## config.mk

```make
export PLATFORM = sky130hd
export DESIGN_NAME = spl_cell
export DESIGN_NICKNAME = d
export VERILOG_FILES = /design/src/rtl/spl_cell.sv
export SDC_FILE = /design/constraint.sdc
export NUM_CORES = 1
export LEC_CHECK = 0
export BUFFER_PORTS_ARGS = -buffer_cell sky130_fd_sc_hd__buf_2
export CAP_MARGIN = 15
export CORE_ASPECT_RATIO = 1.75
export CORE_UTILIZATION = 25
export CTS_CLUSTER_DIAMETER = 40
export DETAILED_ROUTE_END_ITERATION = 6
export PLACE_DENSITY_LB_ADDON = 0.1
export SYNTH_ARGS = -nofsm -noshare
export SYNTH_HDL_FRONTEND = slang
export SYNTH_SLANG_ARGS = --single-unit
```

## constraint.sdc

```tcl
create_clock -name clk_i -period 4.16 [get_ports clk_i]
set_input_delay 0.832 -clock clk_i [delete_from_list [all_inputs] [get_ports clk_i]]
set_output_delay 0.832 -clock clk_i [all_outputs]
set_load 0.02 [all_outputs]
```

## src/rtl/spl_cell.sv

```systemverilog
// One window cell: a delay stage of 2**IDX entries that swaps in a gain and keeps the min.
// Depends on nothing.
`default_nettype none
module spl_cell #(
  parameter int unsigned IDX = 0,
  parameter int unsigned PW  = 9
) (
  input  wire logic        clk_i,
  input  wire logic        rst_ni,
  input  wire logic        step_i,
  input  wire logic [PW-1:0] pos_i,
  input  wire logic [24:0] g_i,
  output logic [24:0]      g_o
);
  localparam int unsigned D  = 1 << IDX;
  localparam int unsigned AW = (IDX == 0) ? 1 : IDX;

  logic [24:0] mem_q [D];
  logic [24:0] rd_q;
  logic        full_q;
  logic [AW-1:0] addr;
  logic        last;
  logic [24:0] old;

  if (IDX == 0) begin : g_a0
    logic unused;
    assign addr   = 1'b0;
    assign last   = 1'b1;
    assign unused = ^pos_i;
  end else begin : g_an
    assign addr = pos_i[AW-1:0];
    assign last = &pos_i[AW-1:0];
  end

  // every entry holds a gain once the address has come round once
  assign old = full_q ? rd_q : '0;
  assign g_o = (old < g_i) ? old : g_i;

  always_ff @(posedge clk_i or negedge rst_ni) begin
    if (!rst_ni) begin
      full_q <= 1'b0;
    end else if (step_i && last) begin
      full_q <= 1'b1;
    end
  end

  // address holds for the whole walk, so the registered read is ready at the step
  always_ff @(posedge clk_i) begin
    if (step_i) begin
      mem_q[addr] <= g_i;
    end
    rd_q <= mem_q[addr];
  end
endmodule
`default_nettype wire

```

---- Yosys cells after proc, flatten, opt, wreduce, memory -nomap -nowiden ----
Memory sizes are Yosys's and may differ from the RTL's. A register that Yosys moved wholly into a read port is not among the register bits.
Cells that the tools add are included.
storage, ports and cells
  register bits ........................... 1
  memory bits (writable) .................. 25
  output and inout bits ................... 25
  word-level logic and storage cells ...... 7
  memories kept ........................... 1
cells by class
  order comparisons ....................... 1
  muxes and demuxes ....................... 4
memory list
  name   words  width  read ports  clocked after Yosys merged registers in  write ports  line  RTL
  mem_q  1      25     1           1                                        1            18    logic [24:0] mem_q [D];
operators with widths
  operator      number
  $mux 25       2
  $lt 25x25->1  1
  $mux 1        2

---- Depth between registers and ports, before layout ----
Gate-level depths: netlist (run 1).
  depth after elaboration ................. 3
  depth in mapped cells ................... 10
  depth with buffers taken out ............ 8

---- Least setup slack after synthesis (run 1) ----
Ideal clock, no wire load.
  path kind ............................... input to output
  from .................................... input port g_i[14]
  to ...................................... output port g_o[0]
  arrival time ............................ 2.892 ns
  required time ........................... 3.328 ns
  setup slack ............................. 0.436 ns
  stages on the path ...................... 7
  buffers on the path ..................... 1
  path through ............................ inv_1 ha_1 a21o_1 a221o_1 a2111oi_4 buf_6 mux2i_1
between the ends
  longest elaborated chain between the ends .. 2
RTL lines
  item          line  RTL
  from (decl)   12    input wire logic [24:0] g_i,
  $lt 25x25->1  37    assign g_o = (old < g_i) ? old : g_i;
  $mux 25       37
  to (decl)     13    output logic [24:0] g_o
Every way passes these cells.

---- Worst setup path in the final report (run 1) ----
  from .................................... register full_q
  to ...................................... output port g_o[13]
between the ends
  longest elaborated chain between the ends .. 3
RTL lines
  item                    line  RTL
  from (decl)             20    logic full_q;
  from (signal assigned)  41    full_q <= 1'b0;
  from (signal assigned)  43    full_q <= 1'b1;
  $mux 25 (*)             36    assign old = full_q ? rd_q : '0;
  $lt 25x25->1            37
  $mux 25 (*)             37
Every way passes the cells marked *; elsewhere a longest branch is shown, timed or not.

==> run metrics, run 1 <==
maximum root-to-sink buffer count 2; DR vias/cell 4.073; Pleak 0.001418 µW; Post-DRT Antenna Nets 0; Finished Core Util 0.3219; Yosys warnings 0; hold buffer count at cts 0; max-cap violations 0; first-pass GRT wire length 8.148 mm; sw frac 0.2527; Pwr Density 432.7 nW/µm²; maximum VDD drop 0.1710 mV; final period utilization 0.9586; Logic pwr share 0.223; fin crit period 3.988 ns; Placed Area 2860 µm²; Crit Path Category reg2out; status finished clean; synthesis-to-finish area growth 24.92%; Relative slew margins 0.5468; Slew Viols, Final 0; Worst Tran Pin Value 0.6798 ns; Core Footprint 9468 µm²; total CTS buffers 5; final setup margin 0.1724 ns; Req. time, crit path 3.33 ns; CP Launch Point full_q; initial core utilization 0.2577; worst hold path type in2async; Net Count, Synth 249; post-synthesis cell type count 27; critical path data arrival time 3.16 ns; Startpoint Class flip-flop; global route overflow 0; drt initial violations 31; IO Count 62; most frequent cells in the layout buf_2, inv_1, edfxtp_1, dfxtp_1; RSZ-0062 raised after global routing yes; FF+latch count, synth 51; Avg Cell Area, Syn 12.98 µm²; GP Congestion 0.6404; Post-Synthesis Cells 188; internal power 985.6 µW; Total Routing Usage GR 0.1044; CTS tree built; Post-DP HPWL 3.629 mm; area leader, netlist edfxtp_1; Clock power frac 0.342; Routed WL per cell 13.46 µm; most common flop cell mapped by yosys edfxtp_1; Die X 76.68 µm; post-route design area 3048 µm²; pre-CTS setup slack 0.2044 ns; Post-synth EDFFs 25; commonest non-fill, non-tap cell in the layout buf_2; CTS Sinks 51; DR DRC count 0; Worst-Skew Late Latency 0.28 ns; area of the mapped netlist 2440 µm²; clock transition at the registers of the reported paths 0.06 ns; synth top area cells edfxtp_1, dfxtp_1, ha_1; final setup vio count 0; final hold viol count 0; share of the synthesized area in the top cell type 0.3077; reg2reg path depth 2; root buffer cell clkbuf_16; Antenna Diode Count 0; chip height 132.7 µm; Post-Route Skew 0.0008492 ns; die area 10170 µm²; f_max 250.8 MHz; CP max FO 14; layout cells sized above 1 0.3790; sequential fraction of the synthesis area 0.5231; # H-tree levels 2; reg2reg start full_q; Port Buffers 52; vias in the first global route 1623; Pre-antenna DRT Iters 3; nature of the critical path endpoint output pin; Reg power frac 0.436; sw power 333.2 µW; fin nets 309; largest net degree at the start of global routing 27; Post-synth ARST share 0.01961; initial antenna violation count 0; final wirelength 4.980 mm; Rows 47; DR vias 1507
==> registers in the layout, indices dropped and copies added (netlist names) <==
name,cells
mem_q,25
rd_q,25
full_q,1
==> power by group through the flow <==
stage | sequential [µW] | clock [µW] | combinational [µW]
3_5_place_dp | 586 | 0 | 293
5_1_grt | 578 | 484 | 320
6_report | 575 | 450 | 294
2_1_floorplan | 583 | 0 | 206
4_1_cts | 575 | 467 | 295
3_3_place_gp | 585 | 0 | 294
==> cell families (layout without fill, tap and decap cells) <==
kind of cell	after synthesis	in the layout	share of synthesized area
AOI/OAI and AO/OA	20	20	0.06307
adders and majority gates	24	24	0.1231
buffers and inverters	29	89	0.05077
DFF	51	51	0.5231
muxes	25	25	0.1441
and+or+nand+nor	39	39	0.09590
==> timing repair <==
action	4_1_cts	5_1_grt
endpoints found under the setup margin	0	20
hold endpoints to repair	0	0
resized for setup	0	4
setup buffers	0	0
==> worst paths after layout <==
path / to / slack, ns
setup / recovery: g_o[13] / 0.17
hold / removal: full_q / 0.31
setup reg to reg: full_q / 3.18
hold reg to reg: rd_q[12] / 0.34
max in group asynchronous: full_q / 3.77
min in group clk_i: rd_q[12] / 0.34
==> critical path: stages (launching register included) <==
cell	delay, ns
dfrtp_1	0.37
buf_4	0.19
and2_1	0.18
ha_1	0.31
nand4_1	0.17
nor2_2	0.09
nand4_1	0.18
o21ai_0	0.18
a2111oi_4	0.42
buf_4	0.30
mux2_4	0.31
buf_2	0.16
==> routing by layer <==
metal,up-vias,share of wire,track usage,wire length [µm]
li1,775,-,-,-
met1,689,0.45,0.1223,2261
met2,38,0.48,0.1776,2405
met3,5,0.046,0.02690,228
met4,0,0.017,0.04487,85
met5,-,0,0,0
==> cell usage after synthesis (3+ instances only) <==
| library cell | n |
|---|---|
| dfxtp_1 | 25 |
| edfxtp_1 | 25 |
| inv_1 | 25 |
| mux2_4 | 19 |
| nand2_1 | 3 |
| a21o_1 | 3 |
| mux2_2 | 5 |
| nand4_1 | 5 |
| and2_1 | 24 |
| o21ai_0 | 3 |
| ha_1 | 24 |
| a21oi_1 | 9 |
==> per-stage QoR <==
step / TNS, ns / instances / hold slack, ns / total power (µW)
2_1_floorplan: 0 / 188 / 0.3233 / 789.4
3_3_place_gp: 0 / 363 / 0.3240 / 878.6
3_5_place_dp: 0 / 363 / 0.3269 / 878.8
4_1_cts: 0 / 370 / 0.2999 / 1337
5_1_grt: -0.002967 / 370 / 0.2971 / 1382
6_report: 0 / 370 / 0.3073 / 1319
==> layout make-up <==
cell class	count	area [µm²]
fillers	962	6420
well taps	122	152.6
clock buffers	6	128.9
repair buffers	57	301.5
flip-flops and latches	51	1276
multi-input cells	108	1065
clock inverters	1	30.03
inverters	25	93.84
Note: power is estimated with default switching activity, not from simulation.
==> inputs of run 2 (changes only) <==
--- a/config.mk
+++ b/config.mk
@@ -9,9 +9,10 @@
 export CAP_MARGIN = 15
 export CORE_ASPECT_RATIO = 1.75
 export CORE_UTILIZATION = 25
-export CTS_CLUSTER_DIAMETER = 40
+export CTS_CLUSTER_DIAMETER = 80
 export DETAILED_ROUTE_END_ITERATION = 6
-export PLACE_DENSITY_LB_ADDON = 0.1
+export PLACE_DENSITY = 0.5
+export RECOVER_POWER = 25
 export SYNTH_ARGS = -nofsm -noshare
 export SYNTH_HDL_FRONTEND = slang
 export SYNTH_SLANG_ARGS = --single-unit
==> run 2 against run 1 <==
Net effect: clock power fell by 11%; routed wire length increased by 6.5%; flip-flop and latch count unchanged; maximum frequency decreased by 0.42%; clock skew grew 0.0011 ns; sequential power hardly changed; critical path depth grew 3; non-clock buffer count up 13; combinational power grew 18%; register-to-register slack worse by 0.13 ns; highest routed layer unchanged.
==> run metrics, run 2 (synthesis gave the netlist of run 1 again) <==
Die X 76.68 µm; final wirelength 5.304 mm; CP max FO 9; Post-DP HPWL 3.742 mm; GP Congestion 0.7613; slowest stage cell, crit path dfrtp_1; f_max 249.7 MHz; fin nets 322; fin crit period 4.004 ns; CTS Sinks 51; crit-path cells buf_4 -> buf_4 -> and2_1 -> ha_1 -> nand4_1 -> a21oi_2 -> nor3_1 -> buf_4 -> a2111oi_4 -> a2111oi_4 -> buf_4 -> clkbuf_16 -> mux2_4 -> buf_2; initial core utilization 0.2577; most frequent cells in the layout buf_2, inv_1, edfxtp_1, dfxtp_1, ha_1; pre-CTS setup slack 0.08600 ns; first-pass GRT wire length 7.935 mm; CP Launch Point full_q; Placed Area 2945 µm²; Finished Core Util 0.3452; Pwr Density 404.5 nW/µm²; IO Count 62; multi-input logic area 1137 µm²; critical path data arrival time 3.17 ns; hold buffer count at cts 0; final setup margin 0.1558 ns; Port Buffers 52; # H-tree levels 2; Post-DRT Antenna Nets 0; layout cells sized above 1 0.4580; die area 10170 µm²; largest net degree at the start of global routing 27; synthesis-to-finish area growth 33.95%; commonest non-fill, non-tap cell in the layout buf_2; post-route design area 3268 µm²; Filler cells 944; Startpoint Class flip-flop; Pleak 0.001516 µW; Worst-Skew Late Latency 0.29 ns; maximum root-to-sink buffer count 2; final setup vio count 0; Relative slew margins 0.5449; clock transition at the registers of the reported paths 0.07 ns; maximum VDD drop 0.1836 mV; vias in the first global route 1615; final period utilization 0.9626; Antenna Diode Count 0; status finished clean; Register Area 1276 µm²; Req. time, crit path 3.33 ns; Largest regs mem_q: 25 flops, rd_q: 25 flops, full_q: 1 flops; nature of the critical path endpoint output pin; DR vias/cell 4.148; Core Footprint 9468 µm²; CP dominant cell by count buf_4; global route overflow 0; CTS tree built; Total Routing Usage GR 0.1041; Routed WL per cell 13.81 µm; worst hold path type in2async; total chip power 1322 µW; DR vias 1593; root buffer cell clkbuf_16; Post-Route Skew 0.001994 ns; Worst path max stage delay 0.41 ns; reg2reg start full_q; chip height 132.7 µm; initial antenna violation count 0; Rows 47; Pre-antenna DRT Iters 4; Slew Viols, Final 0; DR DRC count 0; drt initial violations 74; Crit Path Category reg2out; final hold viol count 0; Worst Tran Pin Value 0.6827 ns; max-cap violations 0; total CTS buffers 5
run 2: critical path: cells and delay by family, from the launching register on:
kind,cells,cell delay [ns]
AOI/OAI and AO/OA,3,0.61
adders and majority gates,1,0.29
buffers and inverters,6,0.96
DFF,1,0.41
muxes,1,0.29
and+or+nand+nor,3,0.30
run 2: what timing repair did:
action,in CTS,in global routing
setup endpoints to repair,0,25
resized for setup,0,22
setup buffers,0,3
run 2: through the flow:
step / instances / TNS (ns) / hold WS [ns]
after global routing: 384 / -0.1172 / 0.3250
after floorplan: 188 / 0 / 0.3233
final: 384 / 0 / 0.3303
after CTS: 379 / 0 / 0.3165
after detailed placement: 371 / 0 / 0.3269
after global placement: 371 / 0 / 0.3251
run 2: area by class of cell:
type,instances,share of cell area
Clock buffer,5,0.03828
Tap cell,122,0.04671
Timing Repair Buffer,70,0.1432
Sequential cell,51,0.3905
Clock inverter,3,0.004594
Inverter,25,0.02871
Multi-Input combinational cell,108,0.3480
run 2: worst paths after layout:
kind | depth (start not counted) | endpoint | slack, ns
max in group asynchronous | 1 | full_q | 3.68
min reg2reg | 0 | rd_q[21] | 0.34
max reg2reg | 3 | full_q | 3.05
min in group clk_i | 0 | rd_q[21] | 0.34
max | 14 | g_o[15] | 0.16
min | 1 | full_q | 0.33
run 2: routing by layer:
metal | GRT usage | wire length [µm] | vias to the layer above
met5 | 0 | 0 | -
met1 | 0.1072 | 2152 | 750
met3 | 0.02138 | 181 | 6
li1 | - | - | 801
met4 | 0.05449 | 110 | 0
met2 | 0.1935 | 2860 | 36
run 2: where the power goes:
part / switching, µW / internal (µW) / total, µW
registers: 8.07 / 567 / 576
clock network: 181 / 220 / 401
logic: 170 / 176 / 346
