## config.mk

```make
export PLATFORM = sky130hd
export DESIGN_NAME = spl_div
export DESIGN_NICKNAME = d
export VERILOG_FILES = /design/src/rtl/spl_div.sv
export SDC_FILE = /design/constraint.sdc
export NUM_CORES = 1
export LEC_CHECK = 0
export BUFFER_PORTS_ARGS = -buffer_cell sky130_fd_sc_hd__buf_2
export CELL_PAD_IN_SITES_DETAIL_PLACEMENT = 0
export CELL_PAD_IN_SITES_GLOBAL_PLACEMENT = 1
export CORE_MARGIN = 4
export CORE_UTILIZATION = 40
export DETAILED_ROUTE_END_ITERATION = 12
export HOLD_SLACK_MARGIN = 0.06
export PLACE_DENSITY_LB_ADDON = 0.05
export SLEW_MARGIN = 20
export SYNTH_ARGS = -nofsm -noshare
export SYNTH_HDL_FRONTEND = slang
export SYNTH_SLANG_ARGS = --single-unit
```

## constraint.sdc

```tcl
create_clock -name clk_i -period 2.9 [get_ports clk_i]
set_input_delay 0.435 -clock clk_i [delete_from_list [all_inputs] [get_ports clk_i]]
set_output_delay 0.435 -clock clk_i [all_outputs]
set_load 0.01 [all_outputs]
```

## src/rtl/spl_div.sv

```systemverilog
// Serial restoring divider: quotient of 2**63 by a 64-bit denominator, one bit per cycle.
// Depends on nothing.
`default_nettype none
module spl_div (
  input  wire logic        clk_i,
  input  wire logic        rst_ni,
  input  wire logic        start_i,
  input  wire logic [63:0] den_i,
  output logic             done_o,
  output logic [24:0]      quo_o
);
  logic [64:0] rem_q;
  logic [63:0] den_q;
  logic [24:0] quo_q;
  logic [5:0]  cnt_q;
  logic        busy_q;
  logic [64:0] sh;
  logic [65:0] diff;

  // quotient < 2**24 since den > 2**39; long division from bit 24 downward
  assign sh   = rem_q << 1;
  assign diff = {1'b0, sh} - {2'b0, den_q};

  always_ff @(posedge clk_i or negedge rst_ni) begin
    if (!rst_ni) begin
      busy_q <= 1'b0;
      done_o <= 1'b0;
      cnt_q  <= '0;
    end else begin
      done_o <= 1'b0;
      if (start_i) begin
        busy_q <= 1'b1;
        cnt_q  <= 6'd25;
      end else if (busy_q) begin
        cnt_q <= cnt_q - 6'd1;
        if (cnt_q == 6'd1) begin
          busy_q <= 1'b0;
          done_o <= 1'b1;
        end
      end
    end
  end

  always_ff @(posedge clk_i) begin
    if (start_i) begin
      den_q <= den_i;
      rem_q <= {1'b0, 64'h0000_0000_4000_0000} << 8; // 2**38, first shift yields 2**39
      quo_q <= '0;
    end else if (busy_q) begin
      if (!diff[65]) begin
        rem_q <= diff[64:0];
        quo_q <= {quo_q[23:0], 1'b1};
      end else begin
        rem_q <= sh;
        quo_q <= {quo_q[23:0], 1'b0};
      end
    end
  end
  assign quo_o = quo_q;
endmodule
`default_nettype wire

```

Word-level counts from Yosys, hierarchy flattened. Index checks and enable logic that the tools add are counted.

Reduce and logical (&&, ||, !) cells: 1. Mux-type cells: 10. Add/subtract/negate cells: 2. Equal/unequal tests: 1.

Operators with widths (number): $sub 65x64->66 (1); $mux 64 (1); $mux 6 (2); $mux 1 (7); $eq 6x1->1 const B (1); $sub 6x1->6 const B (1); $reduce_bool 2->1 (1).

Logic and storage cells: 20. Output and inout bits: 26. Flip-flop bits (word level): 161. Input bits: 67.

Depth between registers and ports, before layout. Gate-level depths: netlist (run 1).

Depth after elaboration: 4. Mapped depth: 15. Depth with buffers taken out: 12.

Least setup slack after synthesis (run 1). OpenSTA, ideal clock, no wires.

Path type: flip-flop to flip-flop. From: reg den_q[1]. To: reg rem_q[13]. Required time: 2.759 ns. Arrival: 2.837 ns. Clock period less this slack: 2.977 ns. Setup slack: -0.077 ns. Path buffers: 2. Stages on the path, launching flop included: 15. Library setup time: 0.141 ns. Path through: edfxtp_1 inv_1 ha_1 nor2b_1 o31a_1 o31ai_2 o211ai_2 a2111o_2 a21oi_4 o21ai_4 a21o_1 buf_4 buf_4 nor3b_2 nor4_2.

Cells in the longest elaborated chain, start to end: 2.

Ends and longest elaborated chain: start: declaration (line 13) `logic [63:0] den_q;`; start signal: assignment (line 46) `den_q <= den_i;`; $sub 65x64->66 (line 22) `assign diff = {1'b0, sh} - {2'b0, den_q};`; $mux 64 (line 50) `if (!diff[65]) begin`; end signal: assignment (line 47) `rem_q <= {1'b0, 64'h0000_0000_4000_0000} << 8;`; end signal: assignment (line 51) `rem_q <= diff[64:0];`; end signal: assignment (line 54) `rem_q <= sh;`; end: declaration (line 12) `logic [64:0] rem_q;`.

Every way passes these cells. A chain may end at the register's enable or synchronous reset.

Worst setup path in the final report (run 1).
From: reg den_q[1]. To: reg rem_q[5].

Same word-level chain as after synthesis.

==> impl_metrics.tcl, run 1 <==
set metrics [dict create \
    status "complete, but fails checks" \
    failed_checks "setup timing" \
    drtPass1Iterations 5 \
    cts.sink_count 161 \
    syn-cell-area_um2 9950 \
    drt_wl_total_um 27400 \
    hp-class "input port to flip-flop" \
    finalSetupViolCount 56 \
    max_stage_delay_ps 480 \
    vias 8861 \
    rsz0062_at_grt "true" \
    endpoint_kind "flip-flop" \
    finalPower_mw 14.1 \
    placed_cell_area_um2 12300 \
    tritoncts "yes" \
    syn_inst 1099 \
    whs_ps 163 \
    ys_async_sr_fraction 0.0497 \
    num_antenna_cells 0 \
    crit_chain "inv_2, ha_4, nor2b_4, o31a_1, o31ai_4, o211ai_2, a2111o_2, a21oi_4, o21ai_4, a21oi_4, buf_4, clkbuf_16, nand2_2, a311oi_2" \
    grt_max_degree 84 \
    cp.arrival_ps 3440 \
    final_layout_size_suffix_gt1_frac 0.355 \
    dr.first_iter.drc_count 494 \
    cts_buffers 17 \
    hold_viol_final 0 \
    ys_seq_area_frac 0.392 \
    synthFlopType "dfxtp_1" \
    yosysWarningCount 0 \
    start_util 0.408 \
    clk_path_buf_depth 2 \
    synth_edf_count 64 \
    finalCriticalPeriod_ps 3080 \
    synth.distinct_cells 70 \
    vias_per_cell 5.18 \
    ir_drop_mv 0.508 \
    synth_top_area_frac 0.193 \
    crit_required_ps 3250 \
    p_per_area_nw_per_um2 1040 \
    path_common_cell "a21oi_4" \
    area_delta_synth_final_pct 36.1 \
    grt_pass1_wl_um 44700 \
    post-route-period-util 1.06 \
    ant_nets 0 \
    die_h_um 166 \
    crit_slowest_cell "a2111o_2" \
    yosys.area.top_type "edfxtp_1" \
    rows 57 \
    worst-setup-path-type "flip-flop to flip-flop" \
    htreeDepth 4 \
    ioPinCount 93 \
    hpwl_um 19500 \
    fmax_ghz 0.324 \
    clockRootBuffer "clkbuf_16" \
    p_leak_nw 6.09 \
    ff2ff_setup_slack_ps -180 \
    ys_top_cells_by_area "edfxtp_1, dfxtp_1, ha_1, nand2_1, a311oi_2" \
    synth_area_per_cell_um2 9.05 \
    die-area_um2 27500 \
    startpoint_type "flip-flop" \
    slew_violations 0 \
    maxCapViolCount 0 \
    post-place-ws_ps -266 \
    grt_overflow_total 0 \
    grt_pass1_vias 9026 \
    core_area_um2 24400 \
    setup_slack_ps -183 \
    drcViolationCount 0 \
    crit_fanout 8 \
    wire_per_inst_um 16.0 \
    relSlewSlack 0.579 \
    clock_latency_ps 440 \
    die_w_um 166 \
    port_buffers 92 \
    clk_pin_slew_ps 80 \
    fin_nets 1507 \
    synth.most_common_cell "nand2_1" \
    antenna_found_initial 0 \
    fin_worst_skew_ps 15.9 \
    syn-num-nets 1232 \
    synth_commonest_cells "nand2_1, nor2_1, dfxtp_1" \
    gr-usage-all-layers 0.195 \
    gp_congestion 0.844 \
    finalInstanceArea_um2 13500 \
    synth_seq_cells 161 \
    worst_pin_slew_ps 631 \
]
layout make-up:
| class | instances | area [um^2] |
|---|---|---|
| fillers | 2289 | 10900 |
| inverters | 73 | 274 |
| repair buffers | 315 | 2330 |
| flip-flops and latches | 161 | 3910 |
| clock inverters | 13 | 163 |
| well taps | 324 | 405 |
| clock buffers | 19 | 454 |
| multi-input cells | 806 | 6010 |
what timing repair did:
item	4_1_cts	5_1_grt
pin swaps	5	21
hold buffers	1	0
hold endpoints to repair	8	0
resized for setup	55	33
cloned	1	3
setup endpoints to repair	65	65
buffers inserted	7	7
worst max-delay path, delay by kind of cell, from the launching register on:
family / cells / cell delay, ps
flops: 1 / 370
fa+ha+maj: 1 / 190
buf+inv: 3 / 440
simple gates: 2 / 180
compound gates: 8 / 1800
metrics by stage:
step           TNS, ps   util  std cells
2_1_floorplan     -536      -       1099
3_3_place_gp    -11150  0.503       1661
3_5_place_dp    -12570  0.503       1661
4_1_cts          -6570  0.543       1702
5_1_grt         -17020  0.555       1711
6_report         -6230  0.555       1711
routing by layer:
layer  track usage  vias up  share of wire
met5             0        -              0
met4        0.0621        0          0.020
met3        0.0291       36          0.036
met2         0.322      173           0.46
met1         0.263     4163           0.48
li1              -     4489              -
final timing paths:
| kind | startpoint | depth (start not counted) | end |
|---|---|---|---|
| setup / recovery | den_q[1] | 14 | rem_q[5] |
| max in group asynchronous | rst_ni | 2 | busy_q |
| hold / removal | den_i[55] | 1 | den_q[55] |
| min in group asynchronous | rst_ni | 2 | cnt_q[3] |
| setup reg to reg | den_q[1] | 14 | rem_q[5] |
| hold reg to reg | quo_o[0] | 2 | quo_o[0] |
sequential cells by signal (all words and copies together), names as in the netlist:
| register | flops |
|---|---|
| cnt_q | 6 |
| done_o | 1 |
| den_q | 64 |
| busy_q | 1 |
| quo_o | 25 |
| rem_q | 64 |
cell families (layout without fill, tap and decap cells):
family	after synthesis	after routing	synth area share
and+or+nand+nor	365	365	0.161
AOI/OAI and AO/OA	283	283	0.224
DFF	161	161	0.392
buffers and inverters	132	420	0.0547
adders and majority gates	66	66	0.0837
xor gates and xnor gates	64	64	0.0563
muxes	28	28	0.0282
power breakdown:
group	internal [mW]	total, mW	switching [mW]
logic	4.23	8.46	4.23
clock network	1.36	2.42	1.07
registers	2.85	3.21	0.360
total	8.44	14.1	5.66
placed cells by master, fill, tap and decap left out, types with 8 or more instances in the layout:
cell,count
dfxtp_1,88
o21a_1,9
nor3_1,9
xor2_1,27
buf_2,91
ha_4,11
buf_12,8
a21o_1,20
nand3_1,24
o21ai_0,36
buf_6,9
a21oi_1,70
nand3_2,9
nand2_2,35
buf_4,203
nand2_1,112
xnor2_1,35
and2_1,10
a311oi_2,38
edfxtp_1,64
ha_1,54
clkbuf_16,20
mux2i_1,28
inv_1,70
nand4_1,20
o21bai_1,12
nor2_1,110
Power figures use the tool's default switching activity.
==> run 2: changes to the inputs <==
Settings changed: ABC_AREA set to 1, CORE_UTILIZATION 40 to 39, SKIP_LAST_GASP set to 1.
==> run 2 against run 1 <==
  * The run now ends clean
  * Maximum frequency up 19%
  * Via count grew 28%
  * Sequential share of layout area increased by 0.35 points
  * Total power fell by 12%
  * Final area down 1.3%
==> impl_metrics.tcl, run 2 <==
set metrics [dict create \
    status "finished, final reports clean" \
    die_h_um 182 \
    endpoint_kind "flip-flop" \
    grt_pass1_wl_um 62100 \
    whs_ps 153 \
    synthFlopType "dfxtp_1" \
    drt_wl_total_um 39900 \
    finalCriticalPeriod_ps 2600 \
    post-route-period-util 0.895 \
    crit_required_ps 3240 \
    hold_viol_final 0 \
    drcViolationCount 0 \
    hpwl_um 31900 \
    htreeDepth 4 \
    cpLargestDelayFamily "simple AND/OR/NAND/NOR gates" \
    crit_fanout 28 \
    fin_nets 2092 \
    synth.most_common_cell "nand2_1" \
    p_leak_nw 7.22 \
    drtPass1Iterations 5 \
    mostFrequentLayoutCells "nand2_1, inv_1, nor2_1" \
    rsz0062_at_grt "false" \
    synthAdderAreaFrac 0.0709 \
    worst_pin_slew_ps 818 \
    die-area_um2 33000 \
    port_buffers 92 \
    vias_per_cell 4.80 \
    clock_power_share 0.181 \
    setup_slack_ps 304 \
    combPwrFrac 0.566 \
    power_switching_mw 6.08 \
    final_common_cell "nand2_1" \
    num_antenna_cells 0 \
    clk_pin_slew_ps 80 \
    synth_mux_area_frac 0 \
    area_delta_synth_final_pct 13.6 \
    crit_chain "ha_1, nand2_2, inv_2, a21oi_1, o21ai_1, clkinv_1, nand2_2, a21oi_4, nand2_4, buf_12, nand2_2, buf_12, nand2_1, nand2_1, nand2_1" \
    dr.first_iter.drc_count 778 \
    finalSetupViolCount 0 \
    gr-usage-all-layers 0.242 \
    finalInstanceArea_um2 13400 \
    rows 63 \
    ant_nets 0 \
    start_util 0.396 \
    syn-num-nets 1984 \
    antenna_found_initial 0 \
    max_stage_delay_ps 410 \
    ioPinCount 93 \
    synth_seq_cells 161 \
    post-place-ws_ps 333 \
    tritoncts "yes" \
    endpoint "rem_q[54]" \
    setup_tns_ps 0 \
    timing.reg2reg.worst_path_depth 15 \
    fmax_ghz 0.385 \
    postCtsSetupRepairBufs 0 \
    ff2ff_setup_slack_ps 300 \
    startpoint "rem_q[43]" \
    ir_drop_mv 0.513 \
    ys_top_cells_by_area "nand2_1, edfxtp_1, dfxtp_1, inv_1, ha_1" \
    gp_congestion 0.940 \
    synth-xor-area-share 0.0223 \
    cp.arrival_ps 2940 \
    clockRootBuffer "clkbuf_16" \
    worst-setup-path-type "flip-flop to flip-flop" \
    slew_violations 0 \
    p_per_area_nw_per_um2 930 \
    fin_worst_skew_ps 16.4 \
    synth-compound-area-share 0.0770 \
    seqPwrFrac 0.253 \
    synthSimpleGateAreaFrac 0.364 \
    worst-path-stages 15 \
    cts_resized 0 \
    p_int_mw 6.34 \
    yosys.area.top_type "nand2_1" \
    vias 11300 \
    p_sw_frac 0.489 \
    wire_per_inst_um 16.9 \
    ys_seq_area_frac 0.332 \
    synth_edf_count 64 \
    cts_buffers 17 \
    clk_path_buf_depth 2 \
    synth.distinct_cells 39 \
    grt_max_degree 61 \
    synth_top_area_frac 0.228 \
    placed_cell_area_um2 12800 \
    r2r_start "rem_q[43]" \
    synth_commonest_cells "nand2_1, inv_1, nor2_1" \
    syn_inst 1851 \
    cts.sink_count 161 \
    crit_slowest_cell "ha_1" \
    crit_buf_inv 4 \
    die_w_um 182 \
    grt_pass1_vias 11000 \
    synth_top_family_by_area "simple AND/OR/NAND/NOR gates" \
    clock_latency_ps 460 \
    ys_async_sr_fraction 0.0497 \
    syn-cell-area_um2 11800 \
    core_area_um2 29700 \
    relSlewSlack 0.455 \
    final_layout_size_suffix_gt1_frac 0.103 \
    startpoint_type "flip-flop" \
    maxCapViolCount 0 \
    reg2reg_to "rem_q[54]" \
    synth_area_per_cell_um2 6.35 \
    yosysWarningCount 0 \
    grt_overflow_total 0 \
    hp-class "input port to flip-flop" \
]
[run 2: worst min path at each step]
stage,startpoint,end,slack [ps],cells after the start
3_3_place_gp,rst_ni,done_o,290,1
3_5_place_dp,rst_ni,done_o,290,1
6_report,den_i[0],den_q[0],150,1
5_1_grt,den_i[0],den_q[0],130,1
2_1_floorplan,rst_ni,busy_q,140,0
4_1_cts,den_i[0],den_q[0],120,1
[run 2: stage by stage]
step | total power [mW] | std cells | utilization
floorplan | 8.03 | 1851 | -
global placement | 10.2 | 2329 | 0.430
detailed placement | 10.1 | 2329 | 0.430
CTS | 12.5 | 2362 | 0.450
global route | 13.5 | 2362 | 0.450
finish | 12.4 | 2362 | 0.450
[run 2: kinds of logic after synthesis]
group / count (synthesis)
buffers and inverters: 395
AO/OA/AOI/OAI: 160
adder cells (fa/ha/maj): 66
flip-flops: 161
XOR/XNOR: 30
AND/OR/NAND/NOR: 1039
[run 2: metal layers]
metal / vias to the layer above / track usage / routed length, um
met4: 0 / 0.0561 / 622
met5: - / 0 / 0
met3: 26 / 0.0437 / 2040
met1: 5137 / 0.358 / 20500
li1: 5920 / - / -
met2: 253 / 0.367 / 16700
[run 2: repair_timing]
| item | 4_1_cts | 5_1_grt |
|---|---|---|
| setup endpoints to repair | 0 | 0 |
| hold endpoints to repair | 8 | 0 |
| hold buffers | 1 | 0 |
[run 2: layout make-up]
class	count	area (um^2)
Multi-Input combinational cell	1295	6300
Clock inverter	14	143
Timing Repair Buffer	121	733
Fill cell	3236	16400
Tap cell	390	488
Inverter	363	1360
Sequential cell	161	3900
Clock buffer	18	429
[run 2: worst reg2reg max path: stages (launching register included)]
cell      delay (ps)
dfxtp_1          370
ha_1             420
nand2_2          160
inv_2             40
a21oi_1          290
o21ai_1          140
clkinv_1          70
nand2_2           80
a21oi_4          170
nand2_4           90
buf_12           170
nand2_2          100
buf_12           210
nand2_1           80
nand2_1           60
nand2_1           50
[run 2: power by group through the flow]
stage	registers, mW	clock network (mW)	logic, mW
6_report	3.14	2.25	7.03
5_1_grt	3.20	2.41	7.89
4_1_cts	3.14	2.32	7.00
3_5_place_dp	3.18	0	6.96
3_3_place_gp	3.17	0	6.99
2_1_floorplan	3.10	0	4.92
==> run 3: changes to the inputs <==
Clock period 2.9 ns to 2.2 ns, I/O delays scaled along.
==> run 3 against run 2 <==
  * The flow now finishes with violations (setup timing)
  * Non-clock buffer count rose by 347
  * Sequential power grew 36%
  * Register-to-register slack got worse by 360 ps
  * Critical endpoint is now rem_q[30]
  * Largest cell class unchanged
  * Largest power group unchanged
==> impl_metrics.tcl, run 3 (same netlist as run 2, synthesis figures left out) <==
set metrics [dict create \
    vias 12700 \
    vias_per_cell 4.69 \
    relSlewSlack 0.487 \
    grt_pass1_vias 12200 \
    crit_slowest_cell "edfxtp_1" \
    post-place-ws_ps -421 \
    finalCriticalPeriod_ps 2260 \
    rows 63 \
    clockRootBuffer "clkbuf_16" \
    hpwl_um 32500 \
    ff2ff_setup_slack_ps -60 \
    die_w_um 182 \
    clk_pin_slew_ps 70 \
    rsz0062_at_grt "true" \
    htreeDepth 4 \
    r2r_start "den_q[39]" \
    drtPass1Iterations 6 \
    maxCapViolCount 0 \
    start_util 0.396 \
    clk_path_buf_depth 2 \
    crit_chain "inv_2, ha_4, nand2_4, inv_4, a21oi_4, o21ai_4, nand2_2, nand2_2, a21oi_4, buf_4, nand3_1, nand3_1, o21ai_1" \
    ioPinCount 93 \
    gr-usage-all-layers 0.256 \
    die-area_um2 33000 \
    cts_buffers 17 \
    mostFrequentLayoutCells "nand2_1, inv_1, buf_4" \
    startpoint_type "flip-flop" \
    tritoncts "yes" \
    drcViolationCount 0 \
    gp_congestion 0.957 \
    worst_pin_slew_ps 769 \
    die_h_um 182 \
    setup_slack_ps -59.6 \
    p_leak_nw 9.22 \
    core_area_um2 29700 \
    timing.reg2reg.worst_path_depth 13 \
    fin_nets 2439 \
    grt_max_degree 61 \
    max_stage_delay_ps 380 \
    dr.first_iter.drc_count 766 \
    antenna_found_initial 0 \
    drt_wl_total_um 43700 \
    num_antenna_cells 0 \
    p_per_area_nw_per_um2 1220 \
    ant_nets 0 \
    hp-class "input port to asynchronous set/reset pin" \
    reg2reg_to "rem_q[30]" \
    wire_per_inst_um 16.1 \
    final_common_cell "nand2_1" \
    endpoint_kind "flip-flop" \
    cp.arrival_ps 2600 \
    crit_required_ps 2540 \
    clock_latency_ps 470 \
    fin_worst_skew_ps 16.4 \
    fmax_ghz 0.443 \
    grt_overflow_total 0 \
    grt_pass1_wl_um 66400 \
    crit_fanout 17 \
    final_layout_size_suffix_gt1_frac 0.372 \
    dp_cells 2572 \
    area_delta_synth_final_pct 55.7 \
    failed_checks "setup timing" \
    ir_drop_mv 0.876 \
    whs_ps 235 \
    worst-setup-path-type "flip-flop to flip-flop" \
    cts.sink_count 161 \
    layout.cells.non_filler 2709 \
    slew_violations 0 \
    post-route-period-util 1.03 \
    finalSetupViolCount 34 \
    port_buffers 92 \
    status "complete, but fails checks" \
    hold_viol_final 0 \
]
[run 3: through the flow]
step | TNS, ps | area (um^2) | util | power (mW)
global route | -6400 | 18300 | 0.616 | 24.0
detailed placement | -18630 | 14600 | 0.493 | 15.6
finish | -774 | 18300 | 0.616 | 22.4
CTS | -1180 | 17000 | 0.571 | 20.3
floorplan | 0 | 11800 | - | 10.6
global placement | -18820 | 14600 | 0.493 | 15.6
[run 3: area by class of cell]
cell class | count | area, um^2
Clock inverter | 12 | 130
Clock buffer | 20 | 478
Sequential cell | 161 | 3910
Timing Repair Buffer | 468 | 3690
Multi-Input combinational cell | 1295 | 8250
Inverter | 363 | 1370
Tap cell | 390 | 488
Fill cell | 2807 | 11400
[run 3: worst max path at each step]
stage               cells past startpoint  slack, ps  startpoint   endpoint
detailed placement                     17       -420   den_q[20]  rem_q[56]
CTS                                    15        -60   den_q[38]  rem_q[21]
global placement                       17       -450   den_q[20]  rem_q[56]
global route                           15       -150   den_q[47]  rem_q[30]
finish                                 13        -60   den_q[39]  rem_q[30]
floorplan                              20        150    den_q[7]  rem_q[47]
[run 3: worst max-delay path: cells and delay by family, from the launching register on]
family	cells	cell delay, ps
AND/OR/NAND/NOR	5	480
AO/OA/AOI/OAI	4	570
flip-flops	1	380
buffers and inverters	3	460
adder cells (fa/ha/maj)	1	220
[run 3: what timing repair did]
item | 4_1_cts | 5_1_grt
endpoints found under the setup margin | 65 | 65
setup buffers | 22 | 13
hold buffers | 65 | 0
resized for setup | 172 | 306
pin swaps | 32 | 90
endpoints found under the hold margin | 72 | 0
gates cloned | 1 | 5
[run 3: metal layers]
layer | global-route usage | up-vias | wire length, um
li1 | - | 6622 | -
met5 | 0 | - | 0
met3 | 0.0385 | 31 | 2110
met4 | 0.0630 | 0 | 634
met2 | 0.395 | 258 | 19000
met1 | 0.377 | 5799 | 21900
[run 3: report_power, final]
| part | switching [mW] | total (mW) | leakage (nW) | internal [mW] |
|---|---|---|---|---|
| Sequential | 0.536 | 4.26 | 1.45 | 3.72 |
| Clock | 1.48 | 3.12 | 0.302 | 1.64 |
| Combinational | 8.09 | 15.0 | 7.46 | 6.94 |
